`src/hw/rtl/vector2_rotate_macros.svh`:
```
// ----------------------------------------------------------------------------
// vector2_rotate_macros
// Assertion shorthands used by the vector rotation top level.
// ----------------------------------------------------------------------------
`ifndef VECTOR2_ROTATE_MACROS_SVH
`define VECTOR2_ROTATE_MACROS_SVH

// Same-cycle implication, off while reset is asserted
`define VROT_ASSERT_IMP(label, rst_n, ante, cons, msg) \
    label: assert property (@(posedge i_clk) disable iff (!(rst_n)) \
        (ante) |-> (cons)) else $error(msg);

// Next-cycle implication, off while reset is asserted
`define VROT_ASSERT_NXT(label, rst_n, ante, cons, msg) \
    label: assert property (@(posedge i_clk) disable iff (!(rst_n)) \
        (ante) |=> (cons)) else $error(msg);

// Next-cycle implication that also covers reset itself
`define VROT_ASSERT_RST(label, ante, cons, msg) \
    label: assert property (@(posedge i_clk) (ante) |=> (cons)) else $error(msg);

`endif

```
`src/hw/rtl/vrot_pkg.sv`:
```
// ----------------------------------------------------------------------------
// vrot_pkg
// Constants, gain and arctangent helpers for the CORDIC vector rotator.
// ----------------------------------------------------------------------------
package vrot_pkg;

    localparam int STAGES_DEF     = 16;
    localparam int DATA_WIDTH_DEF = 16;
    localparam int TABLE_LEN      = 24;
    localparam int IN_W           = 16;
    localparam int OUT_W          = 17;
    localparam int Z_W            = 32;
    localparam int GAIN_W         = 31;
    localparam int GAIN_FRAC      = 30;
    localparam int INT_W          = 18;
    localparam int FOLD_W         = IN_W + 1;
    localparam int PROD_W         = FOLD_W + GAIN_W;

    localparam longint GAIN_BASE  = 64'd652032874;
    localparam longint GAIN_TAIL  = 64'd434688583;

    typedef logic signed [IN_W-1:0]  t_in;
    typedef logic signed [OUT_W-1:0] t_out;
    typedef logic signed [Z_W-1:0]   t_z;

    // Number of micro-rotations actually built
    function automatic int cell_count(input int stages);
        return (stages > TABLE_LEN) ? TABLE_LEN : stages;
    endfunction

    // Q30 gain compensation with first-order tail correction
    function automatic logic [GAIN_W-1:0] gain_q30(input int stages);
        longint sh;
        longint corr;
        sh   = 2 * cell_count(stages);
        corr = (GAIN_TAIL + (64'sd1 <<< (sh - 1))) >>> sh;
        return GAIN_W'(GAIN_BASE + corr);
    endfunction

    // atan(2^-i) in units of 2^-32 turn
    function automatic logic [Z_W-1:0] atan_turn(input int idx);
        logic [Z_W-1:0] v;
        case (idx)
            0:       v = 32'h2000_0000;
            1:       v = 32'h12E4_051E;
            2:       v = 32'h09FB_385B;
            3:       v = 32'h0511_11D4;
            4:       v = 32'h028B_0D43;
            5:       v = 32'h0145_D7E1;
            6:       v = 32'h00A2_F61E;
            7:       v = 32'h0051_7C55;
            8:       v = 32'h0028_BE53;
            9:       v = 32'h0014_5F2F;
            10:      v = 32'h000A_2F98;
            11:      v = 32'h0005_17CC;
            12:      v = 32'h0002_8BE6;
            13:      v = 32'h0001_45F3;
            14:      v = 32'h0000_A2FA;
            15:      v = 32'h0000_517D;
            16:      v = 32'h0000_28BE;
            17:      v = 32'h0000_145F;
            18:      v = 32'h0000_0A30;
            19:      v = 32'h0000_0518;
            20:      v = 32'h0000_028C;
            21:      v = 32'h0000_0146;
            22:      v = 32'h0000_00A3;
            23:      v = 32'h0000_0051;
            default: v = '0;
        endcase
        return v;
    endfunction

endpackage

```
`src/hw/rtl/vrot_cell.sv`:
```
// ----------------------------------------------------------------------------
// vrot_cell
// One CORDIC micro-rotation by atan(2^-IDX), registered, handing the vector
// and the residual angle to the next cell.
// ----------------------------------------------------------------------------
module vrot_cell #(
    parameter int W   = vrot_pkg::DATA_WIDTH_DEF + vrot_pkg::INT_W,
    parameter int IDX = 0
) (
    input  logic                 i_clk,
    input  logic                 i_rst_n,
    input  logic                 i_en,
    input  logic                 i_valid,
    input  logic signed [W-1:0]  i_x,
    input  logic signed [W-1:0]  i_y,
    input  vrot_pkg::t_z         i_z,
    output logic                 o_valid,
    output logic signed [W-1:0]  o_x,
    output logic signed [W-1:0]  o_y,
    output vrot_pkg::t_z         o_z
);
    import vrot_pkg::*;

    localparam t_z ATAN = $signed(atan_turn(IDX));

    logic signed [W-1:0] w_dx, w_dy;
    logic                w_pos;
    logic                r_valid;
    logic signed [W-1:0] r_x, r_y;
    t_z                  r_z;

    // Shifted cross terms; a zero residual rotates positively
    assign w_dx  = i_y >>> IDX;
    assign w_dy  = i_x >>> IDX;
    assign w_pos = ~i_z[Z_W-1];

    always_ff @(posedge i_clk) begin
        if (!i_rst_n) begin
            r_valid <= 1'b0;
        end else if (i_en) begin
            r_valid <= i_valid;
        end
    end

    // Advance one micro-rotation
    always_ff @(posedge i_clk) begin
        if (i_en) begin
            if (w_pos) begin
                r_x <= i_x - w_dx;
                r_y <= i_y + w_dy;
                r_z <= i_z - ATAN;
            end else begin
                r_x <= i_x + w_dx;
                r_y <= i_y - w_dy;
                r_z <= i_z + ATAN;
            end
        end
    end

    assign o_valid = r_valid;
    assign o_x     = r_x;
    assign o_y     = r_y;
    assign o_z     = r_z;

endmodule

```
`config.mk`:
```
export PLATFORM = sky130hd
export DESIGN_NAME = vrot_cell
export DESIGN_NICKNAME = d
export VERILOG_FILES = /design/src/hw/rtl/vector2_rotate_macros.svh /design/src/hw/rtl/vrot_pkg.sv /design/src/hw/rtl/vrot_cell.sv
export SDC_FILE = /design/constraint.sdc
export NUM_CORES = 1
export LEC_CHECK = 0
export ABC_AREA = 1
export BUFFER_PORTS_ARGS = -buffer_cell sky130_fd_sc_hd__buf_2
export CORE_ASPECT_RATIO = 0.6
export CORE_MARGIN = 4
export CORE_UTILIZATION = 40
export CTS_CLUSTER_DIAMETER = 40
export DETAILED_ROUTE_END_ITERATION = 6
export HOLD_SLACK_MARGIN = 0.08
export PLACE_DENSITY_LB_ADDON = 0.05
export REMOVE_ABC_BUFFERS = 1
export SLEW_MARGIN = 20
export SYNTH_ARGS = -nofsm -noshare
export SYNTH_HDL_FRONTEND = slang
export SYNTH_SLANG_ARGS = --single-unit
```
`constraint.sdc`:
```
create_clock -name i_clk -period 5.5 [get_ports i_clk]
set_input_delay 1.1 -clock i_clk [delete_from_list [all_inputs] [get_ports i_clk]]
set_output_delay 1.1 -clock i_clk [all_outputs]
set_load 0.02 [all_outputs]
```
# Word level (Yosys, flattened, before mapping)
# Index checks and enable logic that the tools add are counted.
# Widths: inputs -> output; s select.
dict set report op_classes {
  muxes 3
  bitwise_logic 0
  n_lt_le_gt_ge 0
  shift 0
  eq_ne 0
  reduce_logical 0
  multipliers 0
  n_div 0
  n_addsub 5
}
# cell count
set op_table {}
lappend op_table {{$mux 34} 2}
lappend op_table {{$sub 34x34->34} 2}
lappend op_table {{$add 34x34->34} 1}
lappend op_table {{$add 32x31->32 const B} 1}
lappend op_table {{$mux 32} 1}
lappend op_table {{$sub 32x31->32 const B} 1}
dict set report word_totals {
  ramBits 0
  reg_bits 101
  latch_bits 0
  mem_bits_ro 0
  output_inout_bits 101
  input_bits 104
  mem_count 0
}

# Longest topological paths before layout
# Gate-level depths: netlist (run 1).
dict set report logic_depth {
  depth_word 2
  ltp_mapped 18
  depth_no_buf 17
}

# Least setup slack after synthesis (run 1)
# Ideal clock, no wire load.
dict set report synth_path {
  path_type {input-to-reg}
  start {input i_x[0]}
  end {register r_x[32], in the netlist o_x[32] (data pin)}
  stages 13
  t_arrival_ns 2.539
  required_time_ns 5.247
  path_slack_ns 2.708
  path_cell_list {inv_1 -> ha_1 -> fa_1 -> o21ai_2 -> nand2_1 -> nand2_1 -> nand2_1 -> nand2_1 -> nand2_1 -> nand2_1 -> nand2_1 -> nand3_1 -> nand2_1}
}
dict set report synth_between {
  elab_chain_len 2
  word_cells_on_any_way 3
  classes_between {2 x add/sub; 1 x mux}
}
# item line_no
set synth_rtl {}
lappend synth_rtl {{start, declared} vrot_cell.sv:14} ;# input logic signed [W-1:0] i_x,
lappend synth_rtl {{$sub 34x34->34 / $add 34x34->34 (equally long branches)} {vrot_cell.sv:49, vrot_cell.sv:53}}
lappend synth_rtl {{$mux 34 (*)} vrot_cell.sv:48} ;# if (w_pos) begin
lappend synth_rtl {{end signal, assigned} vrot_cell.sv:49} ;# r_x <= i_x - w_dx;
lappend synth_rtl {{end signal, assigned} vrot_cell.sv:53} ;# r_x <= i_x + w_dx;
lappend synth_rtl {{end, declared} vrot_cell.sv:29} ;# logic signed [W-1:0] r_x, r_y;
# Every way passes the cells marked *; elsewhere a longest branch is shown, timed or not.
# A chain may end at the register's enable or synchronous reset.

# Worst setup path after layout (run 1)
dict set report layout_path {
  start {input i_x[3]}
  end {register r_y[24], in the netlist o_y[24] (data pin)}
}
dict set report layout_between {
  elab_chain_len 2
  word_cells_on_any_way 3
  classes_between {2 x add/sub; 1 x mux}
}
# item line_no
set layout_rtl {}
lappend layout_rtl {{$add 34x34->34 / $sub 34x34->34 (equally long branches)} {vrot_cell.sv:50, vrot_cell.sv:54}}
lappend layout_rtl {{$mux 34 (*)} vrot_cell.sv:48}
lappend layout_rtl {{end signal, assigned} vrot_cell.sv:50} ;# r_y <= i_y + w_dy;
lappend layout_rtl {{end signal, assigned} vrot_cell.sv:54} ;# r_y <= i_y - w_dy;
lappend layout_rtl {{end, declared} vrot_cell.sv:29}
# Marks and branches as above.

==> summary.md, run 1 <==
| Metric | Value |
|---|---|
| Final Hold Viols | 0 |
| Ys Warns | 0 |
| Post-DP Area | 0.01162 sq mm |
| Cell taking the most area after synthesis | edfxtp_1 |
| ANT nets after route | 0 |
| Post-CTS Hold Buffers | 0 |
| Fmax | 298.0 MHz |
| Total power | 2.801 mW |
| Initial antenna violation count | 0 |
| Fin worst setup slack | 2144 ps |
| GPL Wtd Cong | 1.022 |
| I/O pin cnt | 205 |
| Detailed-route wire length per cell | 18.65 microns |
| Crit Path Class | primary input to flip-flop |
| Setup Skew | 0 ps |
| Critical-path top delay cell | ha_1 |
| Cell Area, Synth | 0.01041 sq mm |
| DRT iter0 DRCs | 1201 |
| Clock sink count | 100 |
| FF-to-FF path depth | 2 |
| Sw Pwr | 1.179 mW |
| Most area-consuming cells after synthesis | edfxtp_1 29%, nand2_1 15%, ha_1 12% |
| Drt pass-1 iters | 6 |
| Sequential Power Share | 34.9% |
| Largest net degree at the start of global routing | 69 |
| GR Util All Layers | 25.98% |
| Rel. slew slack | 40.87% |
| Synth Register Bits | 100 |
| Crit-path cells | buf_2, inv_1, ha_1, nand2_1, o21ai_1, nand2_1, nand2_1, nand2_1, nand2_1, nand2_1, nand2_1, nand2_1, nand3_1, nand2_1 |
| Period minus WS final | 3356 ps |
| Die ar. | 0.02877 sq mm |
| # resized after CTS | 0 |
| CP Max Fanout | 13 |
| Chip width | 216.3 microns |
| Pwr/cell area | 235.2 mW/mm^2 |
| Comb pwr share | 42.0% |
| CP Data Required Time | 5630 ps |
| Setup-failing EPs final | 0 |
| Worst-path clk slew | 80 ps |
| # port buffers | 204 |
| Distinct cells, synth | 45 |
| Post-CTS Setup Repair Bufs | 0 |
| Min-Delay Path Class | flip-flop to flip-flop |
| CTS tree | yes |
| Arr. time, crit path | 3490 ps |
| Num CTS Buffers | 9 |
| Final Max Slew Viols | 0 |
| DP Worst Slack | 1897 ps |
| Mapped Cells | 1506 |
| Top-area cell type share of the netlist area | 28.54% |
| RSZ-0062 raised after global routing | false |
| Mean Syn Cell Area | 6.916 sq um |
| Most frequent CP cell | nand2_1 |
| Clk buf depth | 2 |
| Fraction of registers with async set/reset | 0% |
| Worst path bufs/invs | 2 |
| Clk Latency, worst-skew pair | 380 ps |
| Critical Path Stages | 14 |
| Gr ovfl total | 0 |
| Status | completed |
| CTS HTree Levels | 3 |
| P_leak | 6.025 nW |
| HPWL after DPL | 31890 microns |
| Worst slew pin tran | 886.9 ps |
| Clock Power Share | 23.1% |
| Commonest cells post-synth | 404 x nand2_1, 209 x inv_1, 149 x nand3_1 |
| Fraction of layout cells with a size suffix above 1 | 17.66% |
| Number of synthesized flops with an enable pin | 99 |
| Number of global-route vias before repair | 9849 |
| Vias post-DR | 10724 |
| Core area | 0.02545 sq mm |
| Area grow syn2layout | 14.34% |
| Fin crit share | 61.02% |
| Most used standard cell by instance count after synthesis | nand2_1 |
| Switching Fraction | 42.11% |
| Drt via density | 5.259 |
| Peak per-stage delay on the critical path | 620 ps |
| Endpoint class of the critical path | flip-flop |
| Cell family with most CP delay | simple AND/OR/NAND/NOR gates |
| Worst Hold Path Cells | 2 |
| Sequential share of the synthesized area | 28.74% |
| Fin Setup TNS | 0 ps |
| DRC | 0 |
| CP startpoint kind | primary input |
| Cell row count | 45 |
| Final net count | 1889 |
| Cell Int Power | 1.621 mW |
| Die H | 133.0 microns |
| Initial Utilization | 40.92% |
| Design Area, Final | 0.01191 sq mm |
| First-pass GRT wire length | 57620 microns |
| Total of max-cap violations | 0 |
| CTS Root Cell | clkbuf_16 |
| Max VDD drop | 213.5 uV |
| # diodes | 0 |
| Total detailed-routing wirelength | 38030 microns |
| Top FF cell, synth | edfxtp_1 |
## per-stage QoR
step | util, % | hold slack (ps) | cells
finish | 46.79 | 546.1 | 2039
global route | 46.79 | 613.7 | 2039
CTS | 46.79 | 541.5 | 2039
detailed placement | 45.64 | 530.1 | 2023
global placement | 45.64 | 524.9 | 2023
floorplan | - | 605.5 | 1464
## area by class of cell
| cell class | count | area, sq um |
|---|---|---|
| Multi-Input combinational cell | 1145 | 6312 |
| Timing Repair Buffer | 207 | 1046 |
| Sequential cell | 100 | 2993 |
| Clock buffer | 9 | 225.2 |
| Tap cell | 352 | 440.4 |
| Fill cell | 2720 | 13540 |
| Inverter | 219 | 824.5 |
| Clock inverter | 7 | 67.56 |
## power by group through the flow
| stage | clock network (mW) | registers, mW | logic (mW) |
|---|---|---|---|
| floorplan | 0 | 1.12 | 0.603 |
| global placement | 0 | 0.994 | 1.15 |
| detailed placement | 0 | 0.993 | 1.15 |
| CTS | 0.675 | 0.978 | 1.15 |
| global route | 0.707 | 0.987 | 1.29 |
| finish | 0.648 | 0.977 | 1.18 |
## cell usage in the layout, fill, tap and decap left out, drive strengths merged, types with 9 or more instances in the layout
cell,count
ha,99
o21ai,91
clkbuf,9
nand3,152
nor2,133
a21oi,128
inv,222
nand2,423
a21o,17
buf,207
o21bai,12
xor2,24
nor3,13
edfxtp,99
## cell families (layout without fill, tap and decap cells)
group / count (synthesis) / in the layout / synth area share (%)
flip-flops: 100 / 100 / 28.74
AO/OA/AOI/OAI: 273 / 273 / 14.96
AND/OR/NAND/NOR: 745 / 745 / 30.97
buffers and inverters: 261 / 442 / 10.66
adder cells (fa/ha/maj): 103 / 103 / 12.66
XOR/XNOR: 24 / 24 / 2.018
## worst paths after layout
path	startpoint	slack (ps)	to
hold reg to reg	o_valid	550	o_valid
setup / recovery	i_x[3]	2140	o_y[24]
setup reg to reg	o_valid	4840	o_valid
hold / removal	o_valid	550	o_valid
## routing by layer
layer	wire [microns]	GRT usage, %	vias up
met4	444	5.293	0
met3	3483	5.761	25
li1	-	-	5272
met5	0	0	-
met2	14000	33.20	438
met1	20090	43.10	4989
## sequential cells by signal (all words and copies together), names as in the netlist
signal	cells
o_x	34
o_y	33
o_z	32
o_valid	1
## worst min-delay path, delay by kind of cell, from the launching register on
family,cells,cell delay [ps]
AO/OA/AOI/OAI,2,190
flip-flops,1,310
No activity file was read; power rests on OpenSTA's default activity.
==> run 2, diff against run 1 <==
--- a/config.mk
+++ b/config.mk
@@ -5,7 +5,7 @@
 export SDC_FILE = /design/constraint.sdc
 export NUM_CORES = 1
 export LEC_CHECK = 0
-export ABC_AREA = 1
+export ABC_AREA = 0
 export BUFFER_PORTS_ARGS = -buffer_cell sky130_fd_sc_hd__buf_2
 export CORE_ASPECT_RATIO = 0.6
 export CORE_MARGIN = 4
==> constraint.sdc (replaced) <==
create_clock -name i_clk -period 3 [get_ports i_clk]
set_input_delay 0.6 -clock i_clk [delete_from_list [all_inputs] [get_ports i_clk]]
set_output_delay 0.6 -clock i_clk [all_outputs]
set_load 0.02 [all_outputs]
==> run 2 against run 1 <==
Sequential share of layout area fell by 1.8 points. Total power grew 100%. Critical path depth is 2 lower. Wire length fell by 4.9%. Clock skew did not move.
==> summary.md, run 2 <==
| Metric | Value |
|---|---|
| Status | completed |
| ANT nets after route | 0 (unchanged) |
| Cell family with most CP delay | compound AO/OA/AOI/OAI gates |
| CP Data Required Time | 3110 ps (-2520 ps) |
| Reg2reg end | o_valid |
| Design Area, Final | 0.01285 sq mm (+7.9%) |
| R2R setup slack | 2420 ps (-2420 ps) |
| Met3 WL | 4775 microns (+37%) |
| # port buffers | 204 (unchanged) |
| Die ar. | 0.02499 sq mm (-13%) |
| Peak per-stage delay on the critical path | 410 ps (-210 ps) |
| Detailed-route wire length per cell | 20.74 microns (+11%) |
| Clk buf depth | 2 (unchanged) |
| Max VDD drop | 311.2 uV (+46%) |
| Drt via density | 5.485 (+4.3%) |
| Final Max Slew Viols | 0 (unchanged) |
| Met1 WL | 18820 microns (-6.3%) |
| # diodes | 0 (unchanged) |
| DRT iter0 DRCs | 1015 (-15%) |
| Top Layer Used | met4 |
| Initial antenna violation count | 0 (unchanged) |
| Hold_ws | 407.0 ps (-139.0 ps) |
| Chip width | 201.4 microns (-6.9%) |
| RSZ-0062 raised after global routing | true |
| Fin Setup TNS | 0 ps (unchanged) |
| Final net count | 1660 (-12%) |
| Fraction of layout cells with a size suffix above 1 | 38.41% (+21 points) |
| Setup Skew | 0 ps (unchanged) |
| Clock sink count | 100 (unchanged) |
| CTS HTree Levels | 3 (unchanged) |
| CP Max Fanout | 7 (-6) |
| Non-filler cells, final | 1744 (-14%) |
| DP Worst Slack | -575.1 ps (-2472 ps) |
| Top-area cell type share of the netlist area | 33.10% (+4.6 points) |
| Drt pass-1 iters | 7 (+1) |
| Metal2 WL | 12250 microns (-13%) |
| Mapped Cells | 1011 (-33%) |
| Pwr/cell area | 436.1 mW/mm^2 (+85%) |
| Critical path endpoint | o_x[33] |
| Endpoint class of the critical path | flip-flop |
| Initial Utilization | 40.69% (-0.23 points) |
| GR Util All Layers | 27.94% (+2.0 points) |
| Post-DP Area | 0.01225 sq mm (+5.5%) |
| Worst path bufs/invs | 3 (+1) |
| Cell row count | 42 (-6.7%) |
| Ys Warns | 0 (unchanged) |
| Crit Path Class | primary input to flip-flop |
| Beginning of the worst register-to-register path | o_valid |
| Total of max-cap violations | 0 (unchanged) |
| Crit path from | i_x[18] |
| Most frequent cells in the layout | 269 x buf_4, 203 x buf_2, 105 x inv_1, 100 x a21oi_1, 99 x edfxtp_1 |
| First-pass GRT wire length | 52810 microns (-8.3%) |
| Most common cell after layout, fill and taps aside | buf_4 |
| Sequential share of the synthesized area | 33.32% (+4.6 points) |
| CTS Root Cell | clkbuf_16 |
| FF-to-FF path depth | 2 (unchanged) |
| Critical-path top delay cell | ha_1 |
| Top FF cell, synth | edfxtp_1 |
| Number of synthesized flops with an enable pin | 99 (unchanged) |
| Crit-path cells | buf_2, inv_1, ha_1, a21oi_1, o21ai_0, buf_4, nor2b_1, a41oi_2, a21o_2, a2111oi_4, a2bb2oi_2, xnor2_1 |
| CP startpoint kind | primary input |
| Cell taking the most area after synthesis | edfxtp_1 |
| Most area-consuming cells after synthesis | edfxtp_1 33%, ha_1 14%, a21oi_1 6.0% |
| Distinct cells, synth | 75 (+67%) |
| Total power | 5.605 mW (+100%) |
| Worst-path clk slew | 70 ps (about the same) |
| Cell Area, Synth | 0.008981 sq mm (-14%) |
| Number of global-route vias before repair | 8477 (-14%) |
| P_leak | 6.031 nW (+0.10%) |
| Commonest cells post-synth | 108 x a21oi_1, 105 x inv_1, 99 x edfxtp_1, 99 x ha_1, 68 x nor2_1 |
| Area grow syn2layout | 43.10% |
| Clk Latency, worst-skew pair | 360 ps (-20 ps) |
| Worst slew pin tran | 623.3 ps (-263.6 ps) |
| Final Hold Viols | 0 (unchanged) |
| Largest net degree at the start of global routing | 82 (+19%) |
| GPL Wtd Cong | 0.9797 (-4.2%) |
| Fin worst setup slack | 32.94 ps (-2111 ps) |
| I/O pin cnt | 205 (unchanged) |
| Min-Delay Path Class | primary input to flip-flop |
| Fin crit share | 98.90% |
| Hold Crit Start | i_z[7] |
| Core area | 0.02207 sq mm (-13%) |
| Vias post-DR | 9565 (-11%) |
| Critical Path Stages | 12 (-2) |
| Max FFs per register | 34 (unchanged) |
| Util after Layout | 58.23% (+11 points) |
| Die H | 124.1 microns (-6.7%) |
| Cells after DPL | 1724 (-15%) |
| Gr ovfl total | 0 (unchanged) |
| DRC | 0 (unchanged) |
| Rel. slew slack | 58.13% (+17 points) |
| Fmax | 337.0 MHz |
| Most used standard cell by instance count after synthesis | a21oi_1 |
| Arr. time, crit path | 3080 ps (-410 ps) |
| Synth Register Bits | 100 (unchanged) |
| Num CTS Buffers | 9 (unchanged) |
| Total detailed-routing wirelength | 36170 microns (-4.9%) |
| Setup-failing EPs final | 0 (unchanged) |
| CTS tree | yes |
| HPWL after DPL | 30050 microns (-5.8%) |
| Mean Syn Cell Area | 8.883 sq um (+28%) |
| Fraction of registers with async set/reset | 0% (unchanged) |
| Period minus WS final | 2967 ps |
[run 2: changes by cell type after synthesis, moves of 18 or more]
cell	before	now
nor2_1	122	68
nand3_1	149	22
nor2b_1	0	22
inv_1	209	105
xor2_1	24	5
nand2_2	19	1
xnor2_1	0	60
clkbuf_1	6	28
nand2_1	404	46
[run 2: routing by layer]
metal | track usage (%) | vias up
met4 | 3.925 | 0
li1 | - | 4520
met2 | 32.48 | 516
met5 | 0 | -
met3 | 10.17 | 21
met1 | 46.91 | 4508
[run 2: worst min-delay path by stage]
| stage | endpoint | slack, ps | depth (start not counted) |
|---|---|---|---|
| floorplan | o_valid | 590 | 2 |
| global placement | o_valid | 500 | 2 |
| detailed placement | o_valid | 500 | 2 |
| CTS | o_z[23] | 390 | 1 |
| global route | o_z[23] | 390 | 1 |
| finish | o_z[7] | 410 | 1 |
[run 2: cell families after synthesis]
group                    after synthesis  share of synthesized area [%]
AO/OA/AOI/OAI                        322                          23.04
XOR/XNOR                              65                          6.339
adder cells (fa/ha/maj)              103                          14.68
buffers and inverters                153                          6.645
flip-flops                           100                          33.32
multiplexers                          16                          1.783
AND/OR/NAND/NOR                      252                          14.18
[run 2: what timing repair did]
item / CTS / global route
resized for setup: 5 / 54
endpoints found under the setup margin: 16 / 31
setup buffers: 1 / 3
pin swaps: 2 / 13
hold buffers: 0 / 0
[run 2: worst register-to-register path, cell delays in order (launching register included)]
cell and delay, ps:
dfxtp_1 310, mux2i_1 110, nor2b_1 60
[run 2: cell type report]
type | instances | area [sq um]
fillers | 2041 | 9219
multi-input cells | 758 | 5668
repair buffers | 478 | 3147
flip-flops and latches | 100 | 2993
inverters | 106 | 397.9
well taps | 286 | 357.8
clock buffers | 10 | 229.0
clock inverters | 6 | 60.06
[run 2: power by group]
group	internal, mW	leakage [nW]	switching (mW)
combinational	1.06	4.92	1.49
sequential	1.80	0.977	0.0689
clock	0.582	0.134	0.606
total	3.44	6.03	2.16
