## config.mk

```make
export PLATFORM = sky130hd
export DESIGN_NAME = vrot_prescale
export DESIGN_NICKNAME = d
export VERILOG_FILES = /design/src/hw/rtl/vector2_rotate_macros.svh /design/src/hw/rtl/vrot_pkg.sv /design/src/hw/rtl/vrot_prescale.sv
export SDC_FILE = /design/constraint.sdc
export NUM_CORES = 1
export LEC_CHECK = 0
export BUFFER_PORTS_ARGS = -buffer_cell sky130_fd_sc_hd__buf_4
export CAP_MARGIN = 10
export CORE_UTILIZATION = 43
export CTS_CLUSTER_DIAMETER = 40
export DETAILED_ROUTE_END_ITERATION = 8
export PLACE_DENSITY = 0.59
export SETUP_SLACK_MARGIN = 0.15
export SYNTH_ARGS = -nofsm -noshare
export SYNTH_HDL_FRONTEND = slang
export SYNTH_SLANG_ARGS = --single-unit
```

## constraint.sdc

```tcl
create_clock -name i_clk -period 6.9 [get_ports i_clk]
set_clock_uncertainty 0.15 [all_clocks]
set_input_delay 1.38 -clock i_clk [delete_from_list [all_inputs] [get_ports i_clk]]
set_output_delay 1.38 -clock i_clk [all_outputs]
set_load 0.1 [all_outputs]
```

## src/hw/rtl/vector2_rotate_macros.svh

```systemverilog
// ----------------------------------------------------------------------------
// vector2_rotate_macros
// Assertion shorthands used by the vector rotation top level.
// ----------------------------------------------------------------------------
`ifndef VECTOR2_ROTATE_MACROS_SVH
`define VECTOR2_ROTATE_MACROS_SVH

// Same-cycle implication, off while reset is asserted
`define VROT_ASSERT_IMP(label, rst_n, ante, cons, msg) \
    label: assert property (@(posedge i_clk) disable iff (!(rst_n)) \
        (ante) |-> (cons)) else $error(msg);

// Next-cycle implication, off while reset is asserted
`define VROT_ASSERT_NXT(label, rst_n, ante, cons, msg) \
    label: assert property (@(posedge i_clk) disable iff (!(rst_n)) \
        (ante) |=> (cons)) else $error(msg);

// Next-cycle implication that also covers reset itself
`define VROT_ASSERT_RST(label, ante, cons, msg) \
    label: assert property (@(posedge i_clk) (ante) |=> (cons)) else $error(msg);

`endif

```

## src/hw/rtl/vrot_pkg.sv

```systemverilog
// ----------------------------------------------------------------------------
// vrot_pkg
// Constants, gain and arctangent helpers for the CORDIC vector rotator.
// ----------------------------------------------------------------------------
package vrot_pkg;

    localparam int STAGES_DEF     = 16;
    localparam int DATA_WIDTH_DEF = 16;
    localparam int TABLE_LEN      = 24;
    localparam int IN_W           = 16;
    localparam int OUT_W          = 17;
    localparam int Z_W            = 32;
    localparam int GAIN_W         = 31;
    localparam int GAIN_FRAC      = 30;
    localparam int INT_W          = 18;
    localparam int FOLD_W         = IN_W + 1;
    localparam int PROD_W         = FOLD_W + GAIN_W;

    localparam longint GAIN_BASE  = 64'd652032874;
    localparam longint GAIN_TAIL  = 64'd434688583;

    typedef logic signed [IN_W-1:0]  t_in;
    typedef logic signed [OUT_W-1:0] t_out;
    typedef logic signed [Z_W-1:0]   t_z;

    // Number of micro-rotations actually built
    function automatic int cell_count(input int stages);
        return (stages > TABLE_LEN) ? TABLE_LEN : stages;
    endfunction

    // Q30 gain compensation with first-order tail correction
    function automatic logic [GAIN_W-1:0] gain_q30(input int stages);
        longint sh;
        longint corr;
        sh   = 2 * cell_count(stages);
        corr = (GAIN_TAIL + (64'sd1 <<< (sh - 1))) >>> sh;
        return GAIN_W'(GAIN_BASE + corr);
    endfunction

    // atan(2^-i) in units of 2^-32 turn
    function automatic logic [Z_W-1:0] atan_turn(input int idx);
        logic [Z_W-1:0] v;
        case (idx)
            0:       v = 32'h2000_0000;
            1:       v = 32'h12E4_051E;
            2:       v = 32'h09FB_385B;
            3:       v = 32'h0511_11D4;
            4:       v = 32'h028B_0D43;
            5:       v = 32'h0145_D7E1;
            6:       v = 32'h00A2_F61E;
            7:       v = 32'h0051_7C55;
            8:       v = 32'h0028_BE53;
            9:       v = 32'h0014_5F2F;
            10:      v = 32'h000A_2F98;
            11:      v = 32'h0005_17CC;
            12:      v = 32'h0002_8BE6;
            13:      v = 32'h0001_45F3;
            14:      v = 32'h0000_A2FA;
            15:      v = 32'h0000_517D;
            16:      v = 32'h0000_28BE;
            17:      v = 32'h0000_145F;
            18:      v = 32'h0000_0A30;
            19:      v = 32'h0000_0518;
            20:      v = 32'h0000_028C;
            21:      v = 32'h0000_0146;
            22:      v = 32'h0000_00A3;
            23:      v = 32'h0000_0051;
            default: v = '0;
        endcase
        return v;
    endfunction

endpackage

```

## src/hw/rtl/vrot_prescale.sv

```systemverilog
// ----------------------------------------------------------------------------
// vrot_prescale
// Folds the angle into +-pi/2, multiplies the vector by the CORDIC gain
// compensation and rescales it to the datapath format. Three register stages.
// ----------------------------------------------------------------------------
module vrot_prescale #(
    parameter int STAGES     = vrot_pkg::STAGES_DEF,
    parameter int DATA_WIDTH = vrot_pkg::DATA_WIDTH_DEF,
    parameter int W          = DATA_WIDTH + vrot_pkg::INT_W
) (
    input  logic                 i_clk,
    input  logic                 i_rst_n,
    input  logic                 i_en,
    input  logic                 i_valid,
    input  vrot_pkg::t_in        i_x_in,
    input  vrot_pkg::t_in        i_y_in,
    input  vrot_pkg::t_in        i_angle,
    output logic                 o_valid,
    output logic signed [W-1:0]  o_x,
    output logic signed [W-1:0]  o_y,
    output vrot_pkg::t_z         o_z
);
    import vrot_pkg::*;

    localparam logic signed [GAIN_W-1:0] GAIN = $signed(gain_q30(STAGES));

    // Fold stage
    logic                     w_fold;
    logic signed [FOLD_W-1:0] w_fx, w_fy;
    logic        [IN_W-1:0]   w_fa;
    logic signed [FOLD_W-1:0] r_a_x, r_a_y;
    t_z                       r_a_z;
    logic                     r_a_valid;

    // Multiply stage
    logic signed [PROD_W-1:0] r_b_px, r_b_py;
    t_z                       r_b_z;
    logic                     r_b_valid;

    // Rescale stage
    logic signed [W-1:0]      w_cx, w_cy;
    logic signed [W-1:0]      r_c_x, r_c_y;
    t_z                       r_c_z;
    logic                     r_c_valid;

    // Outside +-pi/2 when the top two angle bits differ: negate and flip the sign bit
    assign w_fold = i_angle[IN_W-1] ^ i_angle[IN_W-2];
    assign w_fx   = w_fold ? -FOLD_W'(i_x_in) : FOLD_W'(i_x_in);
    assign w_fy   = w_fold ? -FOLD_W'(i_y_in) : FOLD_W'(i_y_in);
    assign w_fa   = {i_angle[IN_W-1] ^ w_fold, i_angle[IN_W-2:0]};

    // Hold the folded transaction
    always_ff @(posedge i_clk) begin
        if (!i_rst_n) begin
            r_a_valid <= 1'b0;
        end else if (i_en) begin
            r_a_valid <= i_valid;
        end
    end

    always_ff @(posedge i_clk) begin
        if (i_en) begin
            r_a_x <= w_fx;
            r_a_y <= w_fy;
            r_a_z <= {w_fa, {(Z_W-IN_W){1'b0}}};
        end
    end

    // Apply the gain compensation
    always_ff @(posedge i_clk) begin
        if (!i_rst_n) begin
            r_b_valid <= 1'b0;
        end else if (i_en) begin
            r_b_valid <= r_a_valid;
        end
    end

    always_ff @(posedge i_clk) begin
        if (i_en) begin
            r_b_px <= PROD_W'(r_a_x) * PROD_W'(GAIN);
            r_b_py <= PROD_W'(r_a_y) * PROD_W'(GAIN);
            r_b_z  <= r_a_z;
        end
    end

    // Rescale Q30 product to the datapath fraction width
    generate
        if (DATA_WIDTH >= GAIN_FRAC) begin : g_shift_up
            assign w_cx = W'(r_b_px) <<< (DATA_WIDTH - GAIN_FRAC);
            assign w_cy = W'(r_b_py) <<< (DATA_WIDTH - GAIN_FRAC);
        end else begin : g_round_down
            localparam int SH = GAIN_FRAC - DATA_WIDTH;
            localparam logic signed [PROD_W:0] HALF = (PROD_W+1)'(1) << (SH - 1);
            logic signed [PROD_W:0] w_rx, w_ry;
            assign w_rx = (PROD_W+1)'(r_b_px) + HALF;
            assign w_ry = (PROD_W+1)'(r_b_py) + HALF;
            assign w_cx = W'(w_rx >>> SH);
            assign w_cy = W'(w_ry >>> SH);
        end
    endgenerate

    always_ff @(posedge i_clk) begin
        if (!i_rst_n) begin
            r_c_valid <= 1'b0;
        end else if (i_en) begin
            r_c_valid <= r_b_valid;
        end
    end

    always_ff @(posedge i_clk) begin
        if (i_en) begin
            r_c_x <= w_cx;
            r_c_y <= w_cy;
            r_c_z <= r_b_z;
        end
    end

    assign o_valid = r_c_valid;
    assign o_x     = r_c_x;
    assign o_y     = r_c_y;
    assign o_z     = r_c_z;

endmodule

```

# Word level (Yosys, flattened, before mapping)
# Index checks and enable logic that the tools add are counted.
# totals
out_inout_bits	101
regBits	247
in_bits	52
# op_classes
add_sub_neg	4
bitwise_logic	2
multipliers	2
mux	2
# ops
op	count
$add A48 B15 Y48 const B	2
$mul A17 B30 Y47 const B	2
$mux W17	2
$neg A16 Y17	2
$xor A1 B1 Y1	2

# Logic depth before layout (Yosys ltp)
# Gate-level depths: netlist of the first run.
# logic_depth
ltp_word	2
mapped_depth	23
mapped_depth_nobuf	22

# Least setup slack after synthesis of the first run
# OpenSTA, ideal clock, no wires.
# synth_timing
path_kind	reg-to-reg
startpoint	register r_a_y[15]
endpoint	register r_b_py[47] (data pin)
path_slack_ns	0.716
required_time_ns	6.492
setup_time_ns	0.258
t_arrival_ns	5.776
path_stages_with_launch	21
path_cell_list	edfxtp_1 > fa_1 > fa_1 > inv_1 > fa_1 > inv_1 > fa_1 > fa_1 > inv_1 > fa_1 > inv_1 > ha_1 > buf_2 > a21oi_1 > o211ai_1 > o21ai_0 > o31ai_2 > a31oi_4 > o31ai_4 > a21oi_2 > xnor2_1
# synth_via
elab_chain_len	1
# synth_rtl
item	line_no	rtl
start: declaration	vrot_prescale.sv:31	logic signed [FOLD_W-1:0] r_a_x, r_a_y;
start signal: assignment	vrot_prescale.sv:64	r_a_y <= w_fy;
$mul A17 B30 Y47	vrot_prescale.sv:81	r_b_py <= PROD_W'(r_a_y) * PROD_W'(GAIN);
end signal: assignment	vrot_prescale.sv:81	
end: declaration	vrot_prescale.sv:36	logic signed [PROD_W-1:0] r_b_px, r_b_py;
# No other way between the ends.
# A chain may end at the register's enable or synchronous reset.

# Worst setup path after layout of the first run
# layout_timing
startpoint	register r_a_y[5]
endpoint	register r_b_py[32] (data pin)
# Same word-level chain as after synthesis.

==> metrics.txt, run 1 <==
outcome=complete, no violations; share of the synthesized area in the top cell type=29.4%; antenna violations before repair=0; P&R area growth vs syn=14.6%; most instantiated cells after synthesis=610 x inv_1, 374 x fa_1, 340 x ha_1, 220 x edfxtp_1, 104 x xnor2_1; crit path DAT=6.68 ns; Main synth FF type=edfxtp_1; pre-CTS WS=0.220 ns; count of different cell masters after synthesis=66; Core ar.=58000 um^2; Filler Cells Inserted=5259; EDFF count, synth=220; Vias/cell=4.94; MaxCap Viol Count=0; Startpoint Class=flop; Critical Path RT=7.04 ns; DRT Pass-1 Iters=5; Ports=153; die extent in x=245 um; R2R Path End=r_b_py[32]; CP max-delay cell=fa_1; # DRC=0; wl on met1=33400 um; FP Rows=88; first-pass GRT wire length=98700 um; Worst R2R Start=r_a_y[5]; dpl hpwl=56400 um; final worst slack=0.361 ns; Num CTS Buffers=40; Antenna Diode Count=0; final max-slew violation count=0; maximum clock rate=153 MHz; Synth area leaders=fa_1 29%, edfxtp_1 26%, ha_1 17%; Final Cycle Share=94.8%; Least-Margin Pin Slew=0.973 ns; Crit Path Category=reg -> reg; Clock Root Buffer=clkbuf_16; vias in the first global route=17200; clk buf depth=3; global route overflow=0; fraction of layout cells with a size suffix above 1=11.2%; total negative slack=0 ns; worst path cell trace=buf_4 > fa_1 > inv_1 > fa_1 > inv_1 > fa_1 > fa_1 > fa_1 > fa_1 > ha_1 > a21o_1 > a21oi_2 > o211ai_1 > a211oi_2 > o31ai_2 > buf_4 > a31oi_4 > o21bai_2 > a21oi_2 > xnor2_1; worst-case reg-to-reg path depth=20; slew margin rel.=34.6%; hold path start=r_b_z[21]; Final Util=50.2%; routed wire length=64700 um; area leader, netlist=fa_1; Routed Antenna Nets=0; most frequent cell after synthesis=inv_1; most used cell along the critical path=fa_1; multi-input logic area=16500 um^2; Min-Delay Endpoint=o_z[21]; sequential-to-total area share from yosys stat=26.2%; asr flop ratio synth=0%; CTS tree=done; Hold WC Path Type=reg -> reg; die area=60100 um^2; Vias=16300; crit path max fanout=7; Post-Synthesis Cells=2283; RD Place Congestion=0.951; RSZ-0062 raised after global routing=no; latest clock arrival within the worst-skew pair=0.56 ns; Syn Std Cell Area=25400 um^2; CTS sink cnt=223; peak per-stage delay on the critical path=0.56 ns; DR top layer=met4; final net count=3271; mean post-synth cell area=11.1 um^2; initial core utilization=43.8%; hold depth=0; length of routed met3 wiring=2890 um; WL per Instance=19.6 um; Yosys reg bits=223; sequential standard cell area=6670 um^2; H-tree depth=2; maximum number of pins on one net before global-route repair=107; All-Layer GR Usage=21.8%; Die Y-Extent=245 um; Tmin final=6.54 ns; Worst setup EP type=flop; Clock transition at path regs=0.05 ns; Port Buf Inserts=136; flop-to-flop setup slack=0.36 ns; met2 WL=27400 um; Hold Fails Final Rpt=0; Iter 0 DRT Violations=945; synth warn=0; # setup viols final=0
final cells by class:
cell class | instances | share of cell area (%)
Clock inverter | 27 | 1.05
Multi-Input combinational cell | 1440 | 56.4
Timing Repair Buffer | 190 | 4.92
Tap cell | 765 | 3.28
Clock buffer | 46 | 3.58
Sequential cell | 223 | 22.9
Inverter | 610 | 7.86
critical path: cells and delay by family, from the launching register on:
family                     cells  cell delay [ns]
xor gates and xnor gates       1             0.09
AOI/OAI and AO/OA              8             1.55
buffers and inverters          4             0.49
DFF                            1             0.49
adders and majority gates      7             3.50
cells in the final DEF, fill, tap and decap left out, types with 5 or more instances in the layout:
cell type	count
o21ai_1	6
xor2_1	63
nand2b_1	6
a21oi_2	5
edfxtp_1	220
nor2b_1	9
a21oi_1	74
nand4_1	27
o21a_1	6
conb_1	16
o31ai_1	6
xnor2_1	104
nor3_1	14
and4_1	7
nand3_1	45
ha_1	337
o21bai_1	10
and3_1	16
a21o_1	50
nor2_1	71
clkinv_1	9
a31oi_1	6
o21ai_0	37
fa_1	373
clkbuf_16	40
inv_6	5
or3_1	9
buf_4	189
nand2_1	76
inv_1	610
o211ai_1	5
stage by stage:
step                      instance area (um^2)  std cells  hold WS (ns)
after floorplan                          25500       2298         0.250
after global placement                   27500       3192         0.252
after detailed placement                 27500       3192         0.255
after CTS                                28800       3265         0.262
after global routing                     29100       3301         0.267
final                                    29100       3301         0.265
repair_timing:
action | 4_1_cts | 5_1_grt
setup buffers | 0 | 36
setup endpoints to repair | 0 | 23
hold buffers | 0 | 0
resized for setup | 0 | 17
how the worst max path moves through the flow:
stage                     startpoint         end  slack, ns  depth (start not counted)
after floorplan            r_a_y[15]  r_b_py[47]       0.72                         20
after global placement      r_a_y[7]  r_b_py[45]       0.26                         20
after detailed placement    r_a_y[7]  r_b_py[43]       0.22                         20
after CTS                   r_a_x[7]  r_b_px[41]       0.21                         20
after global routing        r_a_y[5]  r_b_py[39]       0.15                         21
final                       r_a_y[5]  r_b_py[32]       0.36                         20
state kept, by name, indices dropped and copies added (netlist names):
signal     count
r_a_y         17
r_b_valid      1
o_x           34
r_b_px        35
r_b_z         16
r_a_valid      1
r_a_x         17
o_y           34
r_a_z         16
o_z           16
o_valid        1
r_b_py        35
layer usage:
layer	track usage, %	vias to the layer above
met5	0	-
met2	32.2	346
met1	34.1	8164
met3	2.50	57
met4	4.47	0
li1	-	7751
kinds of logic (layout without fill, tap and decap cells):
logic type,Yosys count,after routing,synth area share [%]
AOI/OAI and AO/OA,240,240,6.34
xor gates and xnor gates,168,168,5.79
adders and majority gates,714,714,46.2
buffers and inverters,635,873,9.61
DFF,223,223,26.2
muxes,3,3,0.118
other,1,16,0.0147
and+or+nand+nor,299,299,5.74
Power of run 1 is not shown: default switching activity piles up to over one toggle a cycle in this logic, so the estimate is an artifact.
==> run 2, diff against run 1 <==
CTS_BUF_LIST = sky130_fd_sc_hd__clkbuf_8   (was not set)
PLACE_DENSITY = 0.6   (was 0.59)
==> run 2 against run 1 <==
Against the previous run: design area fell by 2.0%; wire length fell by 1.7%; cell count barely moved; critical path type unchanged; highest routed layer unchanged.
==> metrics.txt, run 2 (synthesized netlist as in run 1, its figures left out) <==
Worst setup EP type=flop (unchanged); # DRC=0 (unchanged); Critical Path RT=7.11 ns (was 7.04 ns); final max-slew violation count=0 (unchanged); fraction of layout cells with a size suffix above 1=11.0% (was 11.2%); Vias=16400 (was 16300); P&R area growth vs syn=12.4% (was 14.6%); Ports=153 (unchanged); H-tree depth=2 (unchanged); sequential standard cell area=6670 um^2 (unchanged); vias in the first global route=17000 (was 17200); WL per Instance=19.2 um (was 19.6 um); Final Cycle Share=94.8% (about the same); crit path DAT=6.75 ns (was 6.68 ns); maximum number of pins on one net before global-route repair=133 (was 107); die extent in x=245 um (unchanged); Least-Margin Pin Slew=0.881 ns (was 0.973 ns); initial core utilization=43.8% (unchanged); met1 Usage GRT=33.2% (was 34.1%); Core ar.=58000 um^2 (unchanged); DRT Pass-1 Iters=5 (unchanged); Startpoint Class=flop (unchanged); Crit Path Category=reg -> reg (unchanged); Port Buf Inserts=136 (unchanged); Vias/cell=4.95 (was 4.94); crit path max fanout=7 (unchanged); Filler Cells Inserted=5340 (was 5259); Die Y-Extent=245 um (unchanged); FP Rows=88 (unchanged); Hold Fails Final Rpt=0 (unchanged); Routed Antenna Nets=0 (unchanged); antenna violations before repair=1 (was 0); RSZ-0062 raised after global routing=no (unchanged); Tmin final=6.54 ns (about the same); hold_buf cts=0 (unchanged); routed wire length=63600 um (was 64700 um); most frequent cells in the layout=619 x inv_1, 373 x fa_1, 337 x ha_1 (was 610 x inv_1, 373 x fa_1, 337 x ha_1); slew margin rel.=41.2% (was 34.6%); total negative slack=0 ns (unchanged); global route overflow=0 (unchanged); GRT busiest layer=met1 (unchanged); Num CTS Buffers=43 (was 40); Final Util=49.2% (was 50.2%); first-pass GRT wire length=98200 um (was 98700 um); Global Route met2 Usage=32.3% (was 32.2%); # setup viols final=0 (unchanged); multi-input logic area=16400 um^2 (was 16500 um^2); clk buf depth=3 (unchanged); Clock transition at path regs=0.05 ns (about the same); Largest regs=r_b_px (35), r_b_py (35) (unchanged); latest clock arrival within the worst-skew pair=0.62 ns (was 0.56 ns); maximum clock rate=153 MHz (about the same); RD Place Congestion=0.991 (was 0.951); most common cell after layout, fill and taps aside=inv_1 (unchanged); met3 Usage GRT=3.53% (was 2.50%); outcome=complete, no violations (unchanged); die area=60100 um^2 (unchanged); CTS sink cnt=223 (unchanged); dpl hpwl=55100 um (was 56400 um); Iter 0 DRT Violations=911 (was 945); Clock Root Buffer=clkbuf_8 (was clkbuf_16); final net count=3273 (was 3271); MaxCap Viol Count=0 (unchanged); Hold WC Path Type=reg -> reg (unchanged); All-Layer GR Usage=21.6% (was 21.8%); CTS tree=done (unchanged)
## run 2: what timing repair did
| item | in CTS | in global routing |
|---|---|---|
| gates cloned | 0 | 0 |
| setup endpoints to repair | 2 | 23 |
| buffers inserted | 0 | 38 |
| gates resized for setup | 1 | 12 |
| pin swaps | 0 | 3 |
## run 2: layout make-up
class	instances	area share, %
antenna	1	0.00876
clock buffer	43	2.07
clock inverter	32	0.670
inverter	610	8.01
multi-input combinational	1440	57.5
sequential	223	23.3
tap	765	3.35
timing repair buffer	189	5.04
## run 2: critical path: stages (launching register included)
cell      delay, ns
edfxtp_1       0.45
buf_4          0.19
fa_1           0.49
inv_1          0.08
fa_1           0.48
inv_1          0.06
fa_1           0.56
fa_1           0.50
fa_1           0.54
fa_1           0.49
ha_1           0.39
a21o_1         0.20
a21oi_1        0.28
o211ai_1       0.13
buf_4          0.17
a211oi_4       0.28
o31ai_4        0.15
a31oi_4        0.31
o21bai_2       0.12
a21oi_2        0.16
xnor2_1        0.10
## run 2: worst paths after layout
path                 to  slack (ns)  cells past startpoint      start
max          r_b_py[32]        0.36                     20   r_a_y[7]
min             o_z[17]        0.27                      0  r_b_z[17]
max reg2reg  r_b_py[32]        0.36                     20   r_a_y[7]
min reg2reg     o_z[17]        0.27                      0  r_b_z[17]
## run 2: layer usage
metal	routed length [um]	up-vias
met5	0	-
met4	797	0
met3	3720	60
met2	27300	388
met1	31800	8173
li1	-	7735
## run 2: metrics by stage
stage / setup WS, ns / instances / instance area (um^2) / hold slack, ns
floorplan: 0.716 / 2298 / 25500 / 0.250
global placement: 0.217 / 3189 / 27400 / 0.251
detailed placement: 0.123 / 3189 / 27400 / 0.255
CTS: 0.181 / 3264 / 28200 / 0.267
global route: 0.135 / 3303 / 28600 / 0.270
finish: 0.359 / 3303 / 28600 / 0.266
Power of run 2 is left out for the same reason.
==> run 3, diff against run 2 <==
ABC_AREA = 1   (was not set)
==> run 3 against run 2 <==
Against the previous run: hold slack got worse by 0.0027 ns; first-iteration DRC count rose by 27%; clock-buffer cell count rose by 2; critical path depth did not move; maximum frequency rose by 4.9%; largest cell class unchanged.
==> metrics.txt, run 3 <==
outcome=complete, no violations (unchanged); most common cell after layout, fill and taps aside=inv_1 (unchanged); share of the synthesized area in the top cell type=26.7% (was 29.4%); most used cell along the critical path=inv_1 (was fa_1); asr flop ratio synth=0% (unchanged); Core ar.=64500 um^2 (was 58000 um^2); largest family of logic cells by synthesized area=adder cells (unchanged); maximum clock rate=160 MHz (was 153 MHz); Crit Path Category=reg -> reg (unchanged); slew margin rel.=50.8% (was 41.2%); Startpoint Class=flop (unchanged); Synth Area in Compound Gates=4.73% (was 6.34%); MaxCap Viol Count=0 (unchanged); maximum number of pins on one net before global-route repair=143 (was 133); Clock Root Buffer=clkbuf_8 (unchanged); # setup viols final=0 (unchanged); Hold Fails Final Rpt=0 (unchanged); Critical Path RT=7.08 ns (was 7.11 ns); global route overflow=0 (unchanged); most instantiated cells after synthesis=794 x inv_1, 497 x nand2_1, 374 x fa_1, 340 x ha_1, 221 x nor2_1 (was 610 x inv_1, 374 x fa_1, 340 x ha_1, 220 x edfxtp_1, 104 x xnor2_1); Tmin final=6.24 ns (was 6.54 ns); pre-CTS WS=0.669 ns (was 0.123 ns); Syn Std Cell Area=28000 um^2 (was 25400 um^2); die extent in x=257 um (was 245 um); CP max-delay cell=fa_1 (unchanged); final net count=3997 (was 3273); Hold WC Path Type=reg -> reg (unchanged); final worst slack=0.664 ns (was 0.359 ns); RSZ-0062 raised after global routing=no (unchanged); final max-slew violation count=0 (unchanged); fin cells=4123 (was 3303); routed wire length=74600 um (was 63600 um); post-CTS repair timing setup buffer count=0 (unchanged); Vias=20100 (was 16400); Post-Synthesis Cells=3050 (was 2283); most frequent cells in the layout=801 x inv_1, 497 x nand2_1, 374 x fa_1 (was 619 x inv_1, 373 x fa_1, 337 x ha_1); Clock transition at path regs=0.06 ns (was 0.05 ns); die area=66200 um^2 (was 60100 um^2); Main synth FF type=edfxtp_1 (unchanged); adder and majority gate portion of the synthesized area=41.9% (was 46.2%); FP Rows=93 (was 88); Iter 0 DRT Violations=1153 (was 911); Yosys reg bits=223 (unchanged); hold_buf cts=0 (unchanged); CTS tree=done (unchanged); worst path cell trace=ha_1 > inv_1 > fa_1 > inv_1 > fa_1 > inv_1 > fa_1 > inv_1 > fa_1 > inv_1 > fa_1 > inv_1 > ha_1 > nand2_1 > nor2_1 > nand3_1 > o211ai_1 > nand2_1 > nand4_1 > nand2_1 (was buf_4 > fa_1 > inv_1 > fa_1 > inv_1 > fa_1 > fa_1 > fa_1 > fa_1 > ha_1 > a21o_1 > a21oi_1 > o211ai_1 > buf_4 > a211oi_4 > o31ai_4 > a31oi_4 > o21bai_2 > a21oi_2 > xnor2_1); design area=31000 um^2 (was 28600 um^2); sequential-to-total area share from yosys stat=23.8% (was 26.2%); synth warn=0 (unchanged); post_cts resized=0 (was 1); Num CTS Buffers=44 (was 43); H-tree depth=2 (unchanged); RD Place Congestion=0.991 (about the same); Least-Margin Pin Slew=0.738 ns (was 0.881 ns); crit path DAT=6.41 ns (was 6.75 ns); first-pass GRT wire length=117000 um (was 98200 um); P&R area growth vs syn=10.7% (was 12.4%); count of different cell masters after synthesis=44 (was 66); fraction of layout cells with a size suffix above 1=7.32% (was 11.0%); # DRC=0 (unchanged); DRT Pass-1 Iters=5 (unchanged); area leader, netlist=fa_1 (unchanged); multiplexer share of the synthesized area=0% (was 0.118%); placed cell count=4040 (was 3189); Port Buf Inserts=136 (unchanged); All-Layer GR Usage=23.1% (was 21.6%); antenna violations before repair=1 (unchanged); WL per Instance=18.1 um (was 19.2 um); Ports=153 (unchanged); mean post-synth cell area=9.19 um^2 (was 11.1 um^2); Synth area leaders=fa_1 27%, edfxtp_1 24%, ha_1 15% (was fa_1 29%, edfxtp_1 26%, ha_1 17%); most frequent cell after synthesis=inv_1 (unchanged); Largest regs=r_b_px (35), r_b_py (35) (unchanged); Final Cycle Share=90.4% (was 94.8%); crit path max fanout=6 (was 7); Die Y-Extent=257 um (was 245 um); XOR/XNOR Fraction of Synth Area=4.38% (was 5.79%); Routed Antenna Nets=0 (unchanged); clk buf depth=3 (unchanged); EDFF count, synth=220 (unchanged); peak per-stage delay on the critical path=0.59 ns (was 0.56 ns); initial core utilization=43.5% (was 43.8%); Worst setup EP type=flop (unchanged); Synth Area in Simple Gates=14.1% (was 5.74%); Vias/cell=4.88 (was 4.95); placed cell area=30100 um^2 (was 27400 um^2); total negative slack=0 ns (unchanged); vias in the first global route=21000 (was 17000); latest clock arrival within the worst-skew pair=0.59 ns (was 0.62 ns); CTS sink cnt=223 (unchanged); dpl hpwl=65400 um (was 55100 um)
==> run 3: metal layers <==
layer	global-route usage, %	wire (um)	part of all wire [%]
met1	32.6	35200	47
met3	3.84	4290	5.8
met5	0	0	0
met2	36.7	33300	45
met4	5.98	1820	2.4
==> run 3: path summary, 6_finish.rpt <==
kind | from | to | slack, ns | cells after the start
worst min-delay path | r_a_z[17] | r_b_z[17] | 0.26 | 0
worst min register to register | r_a_z[17] | r_b_z[17] | 0.26 | 0
worst max-delay path | r_a_x[4] | r_b_px[47] | 0.66 | 20
worst max register to register | r_a_x[4] | r_b_px[47] | 0.66 | 20
==> run 3: cells by family after synthesis <==
family,Yosys count
XOR/XNOR,140
other,1
AO/OA/AOI/OAI,239
AND/OR/NAND/NOR,918
adder cells (fa/ha/maj),714
buffers and inverters,815
flip-flops,223
==> run 3: stage by stage <==
step / hold WS [ns] / utilization (%)
finish: 0.264 / 48.1
global route: 0.272 / 48.1
CTS: 0.261 / 48.1
detailed placement: 0.255 / 46.7
global placement: 0.251 / 46.7
floorplan: 0.250 / -
==> run 3: area by class of cell <==
cell class / instances / area, um^2
Timing Repair Buffer: 140 / 1070
Inverter: 795 / 2980
Multi-Input combinational cell: 2027 / 18300
Clock inverter: 37 / 329
Clock buffer: 45 / 619
Sequential cell: 223 / 6670
Fill cell: 6258 / 33400
Antenna cell: 1 / 2.50
Tap cell: 855 / 1070
==> run 3: critical path: cells and delay by family, from the launching register on <==
kind,cells,cell delay (ns)
compound gates,1,0.44
flops,1,0.58
fa+ha+maj,7,3.51
simple gates,6,0.90
buf+inv,6,0.39
Power of run 3 is left out for the same reason.
